`src/design/dlcnt_pkg.sv`:
```
`timescale 1ns / 1ps

package dlcnt_pkg;

    localparam int CountWidth   = 8;
    localparam int LockoutWidth = 16;
    localparam int TimeWidth    = 32;
    localparam int NumButtons   = 4;
    localparam int AddrWidth    = 4;
    localparam int DataWidth    = 32;
    localparam int OutTdataWidth = 24;

    typedef logic [CountWidth-1:0]   count_t;
    typedef logic [LockoutWidth-1:0] lockout_t;
    typedef logic [TimeWidth-1:0]    stamp_t;

    typedef enum logic [1:0] {
        CMD_GATE_A = 2'd0,
        CMD_GATE_B = 2'd1,
        CMD_MODE   = 2'd2,
        CMD_RESET  = 2'd3
    } cmd_t;

    typedef enum logic [1:0] {
        REG_COUNT_MAX     = 2'd0,
        REG_COUNT_PRESET  = 2'd1,
        REG_LOCKOUT_TICKS = 2'd2,
        REG_NONE          = 2'd3
    } reg_idx_t;

    localparam count_t   CountMaxReset   = count_t'(100);
    localparam count_t   CountResetValue = count_t'(50);
    localparam lockout_t LockoutReset    = lockout_t'(50);

    typedef struct packed {
        count_t   count_max;
        count_t   count_preset;
        lockout_t lockout_ticks;
    } cfg_t;

    function automatic count_t step_count(input count_t value, input logic up,
                                          input count_t limit);
        count_t res;
        res = value;
        if (up) begin
            if (value < limit) begin
                res = value + count_t'(1);
            end
        end else begin
            if (value != count_t'(0)) begin
                res = value - count_t'(1);
            end
        end
        return res;
    endfunction

endpackage

```
`src/design/dlcnt_regs.sv`:
```
`timescale 1ns / 1ps

module dlcnt_regs (
    input  logic                              aclk,
    input  logic                              aresetn,
    input  logic                              psel,
    input  logic                              penable,
    input  logic                              pwrite,
    input  logic [dlcnt_pkg::AddrWidth-1:0]   paddr,
    input  logic [dlcnt_pkg::DataWidth-1:0]   pwdata,
    output logic [dlcnt_pkg::DataWidth-1:0]   prdata,
    output logic                              pready,
    output dlcnt_pkg::cfg_t                   cfg
);

    dlcnt_pkg::cfg_t     cfg_reg;
    dlcnt_pkg::reg_idx_t idx;
    logic                wr_en;

    assign pready = 1'b1;
    assign idx    = dlcnt_pkg::reg_idx_t'(paddr[3:2]);
    assign wr_en  = psel && penable && pwrite && pready;
    assign cfg    = cfg_reg;

    always_ff @(posedge aclk) begin
        if (!aresetn) begin
            cfg_reg.count_max     <= dlcnt_pkg::CountMaxReset;
            cfg_reg.count_preset  <= dlcnt_pkg::CountResetValue;
            cfg_reg.lockout_ticks <= dlcnt_pkg::LockoutReset;
        end else if (wr_en) begin
            case (idx)
                dlcnt_pkg::REG_COUNT_MAX: begin
                    cfg_reg.count_max <= pwdata[dlcnt_pkg::CountWidth-1:0];
                end
                dlcnt_pkg::REG_COUNT_PRESET: begin
                    cfg_reg.count_preset <= pwdata[dlcnt_pkg::CountWidth-1:0];
                end
                dlcnt_pkg::REG_LOCKOUT_TICKS: begin
                    cfg_reg.lockout_ticks <= pwdata[dlcnt_pkg::LockoutWidth-1:0];
                end
                default: begin
                end
            endcase
        end
    end

    always_comb begin
        case (idx)
            dlcnt_pkg::REG_COUNT_MAX:
                prdata = dlcnt_pkg::DataWidth'(cfg_reg.count_max);
            dlcnt_pkg::REG_COUNT_PRESET:
                prdata = dlcnt_pkg::DataWidth'(cfg_reg.count_preset);
            dlcnt_pkg::REG_LOCKOUT_TICKS:
                prdata = dlcnt_pkg::DataWidth'(cfg_reg.lockout_ticks);
            default:
                prdata = '0;
        endcase
    end

endmodule

```
`src/design/dual_lockout_up_down_counter_unit.sv`:
```
`timescale 1ns / 1ps
// Channel | Ports                  | Word
// input   | s_tvalid/tready/tdata  | tdata: now_ms[31:0]; tuser: command[1:0]
// result  | m_tvalid/tready/tdata  | tdata: count_a_out, count_b_out, direction_up, changed
// config  | APB psel..pready       | 0x0 count_max, 0x4 count_preset, 0x8 lockout_ticks
// One word per cycle unless m_tready stalls; words go via input reg to result reg.
// The input register and the result register form a two-stage pipe with a shared stall.
// Counters, direction and lockout timestamps update in the compute stage as it advances.
// Reset (synchronous, aresetn low) clears timestamps, loads counters to 50, direction up.

module dual_lockout_up_down_counter_unit (
    input  logic                                  aclk,
    input  logic                                  aresetn,
    input  logic                                  s_tvalid,
    output logic                                  s_tready,
    input  logic [dlcnt_pkg::TimeWidth-1:0]       s_tdata,  // now_ms[31:0]
    input  logic [1:0]                            s_tuser,  // command[1:0]
    output logic                                  m_tvalid,
    input  logic                                  m_tready,
    // count_a_out[7:0], count_b_out[15:8], direction_up[16], changed[17], zero[23:18]
    output logic [dlcnt_pkg::OutTdataWidth-1:0]   m_tdata,
    input  logic                                  psel,
    input  logic                                  penable,
    input  logic                                  pwrite,
    input  logic [dlcnt_pkg::AddrWidth-1:0]       paddr,
    input  logic [dlcnt_pkg::DataWidth-1:0]       pwdata,
    output logic [dlcnt_pkg::DataWidth-1:0]       prdata,
    output logic                                  pready
);

    dlcnt_pkg::cfg_t   cfg;

    logic              in_valid_reg;
    dlcnt_pkg::cmd_t   in_cmd_reg;
    dlcnt_pkg::stamp_t in_now_reg;

    dlcnt_pkg::stamp_t last_time_reg [dlcnt_pkg::NumButtons];
    dlcnt_pkg::count_t count_a_reg;
    dlcnt_pkg::count_t count_b_reg;
    logic              dir_reg;

    logic              out_valid_reg;
    dlcnt_pkg::count_t out_a_reg;
    dlcnt_pkg::count_t out_b_reg;
    logic              out_dir_reg;
    logic              out_changed_reg;

    logic              advance;
    logic              fire;
    dlcnt_pkg::stamp_t elapsed;
    logic              accepted;
    dlcnt_pkg::count_t count_a_next;
    dlcnt_pkg::count_t count_b_next;
    logic              dir_next;

    dlcnt_regs u_regs (
        .aclk    (aclk),
        .aresetn (aresetn),
        .psel    (psel),
        .penable (penable),
        .pwrite  (pwrite),
        .paddr   (paddr),
        .pwdata  (pwdata),
        .prdata  (prdata),
        .pready  (pready),
        .cfg     (cfg)
    );

    assign advance  = !out_valid_reg || m_tready;
    assign s_tready = !in_valid_reg || advance;
    assign fire     = in_valid_reg && advance;

    assign elapsed  = in_now_reg - last_time_reg[in_cmd_reg];
    assign accepted = elapsed >= dlcnt_pkg::stamp_t'(cfg.lockout_ticks);

    always_comb begin
        count_a_next = count_a_reg;
        count_b_next = count_b_reg;
        dir_next     = dir_reg;
        if (accepted) begin
            case (in_cmd_reg)
                dlcnt_pkg::CMD_GATE_A: begin
                    count_a_next = dlcnt_pkg::step_count(count_a_reg, dir_reg,
                                                         cfg.count_max);
                end
                dlcnt_pkg::CMD_GATE_B: begin
                    count_b_next = dlcnt_pkg::step_count(count_b_reg, dir_reg,
                                                         cfg.count_max);
                end
                dlcnt_pkg::CMD_MODE: begin
                    dir_next = !dir_reg;
                end
                dlcnt_pkg::CMD_RESET: begin
                    count_a_next = cfg.count_preset;
                    count_b_next = cfg.count_preset;
                end
                default: begin
                end
            endcase
        end
    end

    always_ff @(posedge aclk) begin
        if (!aresetn) begin
            in_valid_reg <= 1'b0;
        end else if (s_tready) begin
            in_valid_reg <= s_tvalid;
        end
    end

    always_ff @(posedge aclk) begin
        if (s_tvalid && s_tready) begin
            in_cmd_reg <= dlcnt_pkg::cmd_t'(s_tuser);
            in_now_reg <= s_tdata;
        end
    end

    always_ff @(posedge aclk) begin
        if (!aresetn) begin
            for (int i = 0; i < dlcnt_pkg::NumButtons; i++) begin
                last_time_reg[i] <= '0;
            end
            count_a_reg <= dlcnt_pkg::CountResetValue;
            count_b_reg <= dlcnt_pkg::CountResetValue;
            dir_reg     <= 1'b1;
        end else if (fire) begin
            if (accepted) begin
                last_time_reg[in_cmd_reg] <= in_now_reg;
            end
            count_a_reg <= count_a_next;
            count_b_reg <= count_b_next;
            dir_reg     <= dir_next;
        end
    end

    always_ff @(posedge aclk) begin
        if (!aresetn) begin
            out_valid_reg <= 1'b0;
        end else if (advance) begin
            out_valid_reg <= in_valid_reg;
        end
    end

    always_ff @(posedge aclk) begin
        if (fire) begin
            out_a_reg       <= count_a_next;
            out_b_reg       <= count_b_next;
            out_dir_reg     <= dir_next;
            out_changed_reg <= accepted;
        end
    end

    assign m_tvalid = out_valid_reg;
    assign m_tdata  = {6'b0, out_changed_reg, out_dir_reg, out_b_reg, out_a_reg};

endmodule
```
`config.mk`:
```
export PLATFORM = sky130hd
export DESIGN_NAME = dual_lockout_up_down_counter_unit
export DESIGN_NICKNAME = d
export VERILOG_FILES = /design/src/design/dlcnt_pkg.sv /design/src/design/dlcnt_regs.sv /design/src/design/dual_lockout_up_down_counter_unit.sv
export SDC_FILE = /design/constraint.sdc
export NUM_CORES = 1
export LEC_CHECK = 0
export BUFFER_PORTS_ARGS = -buffer_cell sky130_fd_sc_hd__buf_2
export CAP_MARGIN = 20
export CORE_MARGIN = 10
export CORE_UTILIZATION = 60
export CTS_CLUSTER_DIAMETER = 60
export DETAILED_ROUTE_END_ITERATION = 10
export PLACE_DENSITY_LB_ADDON = 0.1
export SLEW_MARGIN = 25
export SYNTH_ARGS = -nofsm -noshare
export SYNTH_HDL_FRONTEND = slang
export SYNTH_SLANG_ARGS = --single-unit
```
`constraint.sdc`:
```
create_clock -name aclk -period 11.3 [get_ports aclk]
set_input_delay 2.26 -clock aclk [delete_from_list [all_inputs] [get_ports aclk]]
set_output_delay 2.26 -clock aclk [all_outputs]
set_load 0.01 [all_outputs]
```
==> results.yml <==
sta:
  setup_violations: 0
  tns_ns: 0
  hold_ws_ns: 0.470
  rsz0062_at_grt: "false"
  clock-skew-final_ns: 0.0177
  maxSlewViolCount: 0
  finalHoldViolations: 0
  fmax_mhz: 136
  post-route-period-util_pct: 65.2
  tightest_slew_ns: 0.946
  max-slew-margin-rel_pct: 36.9
  min_period_ns: 7.37
setup_path:
  cp.arrival_ns: 7.79
  cp.required_ns: 11.72
  cp_slowest_stage_delay_ns: 0.80
  cp_cell_sequence: "buf_4 -> mux4_2 -> ha_1 -> fa_1 -> nand2b_1 -> a21oi_1 -> o21ai_0 -> nand2_1 -> xor2_1 -> ha_1 -> a21oi_1 -> a21boi_0 -> a2111oi_0 -> nand4_1 -> a2111oi_0 -> nand3_1 -> nor4_2 -> nand4_2 -> nand2_1 -> nor2_1 -> a221o_1"
  start_kind: "flop"
  endpoint_kind: "flop"
  cp_slowest_cell: "nand2_1"
  cp_max_fo: 32
  critPathKind: "reg -> reg"
cts:
  clockBufferDepth: 3
  postCtsHoldBufs: 0
  cts_tree: "yes"
  clock_sinks: 233
  insertion_delay_ns: 0.53
  cts_root_buf: "clkbuf_16"
  clk_pin_slew_ns: 0.06
  cts_resized: 0
  htree_levels: 1
  numCtsBuffers: 25
  post_cts_buffers: 0
pwr:
  p_per_area_nw_per_um2: 151
  p_total_mw: 2.27
  leakage_nw: 6.08
  worst_ir_drop_vdd_mv: 0.128
logic_synthesis:
  synth.most_common_cell: "edfxtp_1"
  seq_area_frac_synth_pct: 47.7
  synth_top_area_cell: "edfxtp_1"
  synth_top_area_share_pct: 39.9
  synthTopCellsByCount: "edfxtp_1, nand2_1, and2_1"
  synth_cell_types: 74
  postSynthAreaPerCell_um2: 10.5
  syn_area_um2: 13600
  synth_cells: 1294
  async_flop_share_pct: 0
  ys_ff_latch: 233
  yosys_warnings: 0
  synth.area.top_cells: "edfxtp_1, dfxtp_1, ha_1"
  synth-edff-count: 180
  synth-main-ff-cell: "edfxtp_1"
finish:
  diodes: 0
  fillers: 1677
  areaGrowthSynthToFinish_pct: 10.6
  largest_reg_flops: 128
  drive_gt1_share_pct: 14.5
  nets: 1509
  fin_util_pct: 68.1
status:
  outcome: "finished, final reports clean"
grt:
  grt_overflow: 0
  grt_pass1_wl_um: 53800
  grt_pass1_vias: 9751
  antenna_found_initial: 0
  grtUsageTotal_pct: 23.3
  grt_start_max_net_pins: 64
die:
  floorplan.initialDensity_pct: 61.6
  placementRows: 54
  fp.dieW_um: 170
  ios: 136
  dieArea_um2: 29000
  fp.coreArea_um2: 22000
  die_h_um: 170
placed_design:
  port_buffers: 94
  dp.final_hpwl_um: 23600
  gp_congestion: 0.992
flow_run:
  drv_cap: 0
route:
  via_per_inst: 6.13
  vias: 10161
  wl_per_cell_um: 20.6
  drtPass1Iterations: 6
  ant_nets: 0
  drcViolationCount: 0
  drtIter0Drc: 1018
  wirelength_um: 34200
min_path:
  hp-class: "reg -> reg"
[kinds of logic after synthesis]
logic type / count (synthesis) / share of synthesized area (%)
xor+xnor: 29 / 1.87
buf+inv: 168 / 5.62
mux: 62 / 7.56
fa+ha+maj: 74 / 6.88
simple gates: 452 / 17.3
flops: 233 / 47.7
other cells: 2 / 0.0554
compound gates: 274 / 13.0
[layout make-up]
class / instances / area [um2] / share of cell area (%)
inverters: 78 / 293 / 1.95
multi-input cells: 914 / 6470 / 43.1
flip-flops and latches: 233 / 6470 / 43.1
repair buffers: 106 / 561 / 3.74
clock buffers: 38 / 757 / 5.05
clock inverters: 8 / 101 / 0.676
well taps: 280 / 350 / 2.34
[cell usage in the layout (no fill, tap or decap), types with 13 or more instances in the layout]
| master | count |
|---|---|
| clkbuf_16 | 26 |
| buf_2 | 94 |
| nor3_1 | 23 |
| nand3_1 | 13 |
| and3_1 | 38 |
| nor2_1 | 73 |
| nand4_1 | 17 |
| ha_1 | 73 |
| o211ai_1 | 17 |
| a21oi_1 | 86 |
| conb_1 | 23 |
| mux4_2 | 32 |
| dfxtp_1 | 52 |
| edfxtp_1 | 180 |
| a21o_1 | 13 |
| and2_1 | 107 |
| mux2i_1 | 27 |
| xnor2_1 | 19 |
| nand2_1 | 124 |
| inv_1 | 78 |
| o21ai_0 | 55 |
[through the flow]
step / worst slack, ns / instance area (um2) / std cells
2_1_floorplan: 3.36 / 13600 / 1315
3_3_place_gp: 4.03 / 14100 / 1611
3_5_place_dp: 3.93 / 14100 / 1611
4_1_cts: 3.93 / 15000 / 1657
5_1_grt: 3.39 / 15000 / 1657
6_report: 3.93 / 15000 / 1657
[final timing paths]
path | slack (ns) | from | depth (start not counted) | to
min | 0.47 | u_regs.cfg[9] | 2 | u_regs.cfg[9]
max reg2reg | 3.93 | flop | 21 | count_a_reg[4]
min reg2reg | 0.47 | u_regs.cfg[9] | 2 | u_regs.cfg[9]
max | 3.93 | flop | 21 | count_a_reg[4]
[power breakdown]
group / internal [mW] / leakage (nW) / switching, mW
sequential: 0.963 / 2.27 / 0.0224
combinational: 0.167 / 3.38 / 0.279
clock: 0.509 / 0.429 / 0.329
total: 1.64 / 6.08 / 0.631
[metal layers]
metal | vias to the layer above | part of all wire (%) | track usage [%]
met5 | - | 0 | 0
met4 | 0 | 1.8 | 4.69
met3 | 42 | 8.3 | 3.73
met2 | 408 | 43 | 35.1
met1 | 4879 | 47 | 34.7
li1 | 4832 | - | -
[worst max-delay path: cells and delay by family, from the launching register on]
| kind | cells | cell delay [ns] |
|---|---|---|
| AO/OA/AOI/OAI | 7 | 1.97 |
| flip-flops | 1 | 0.31 |
| adder cells (fa/ha/maj) | 3 | 0.97 |
| XOR/XNOR | 1 | 0.26 |
| buffers and inverters | 1 | 0.55 |
| AND/OR/NAND/NOR | 8 | 2.56 |
| multiplexers | 1 | 0.60 |
No activity file was read; power rests on OpenSTA's default activity.
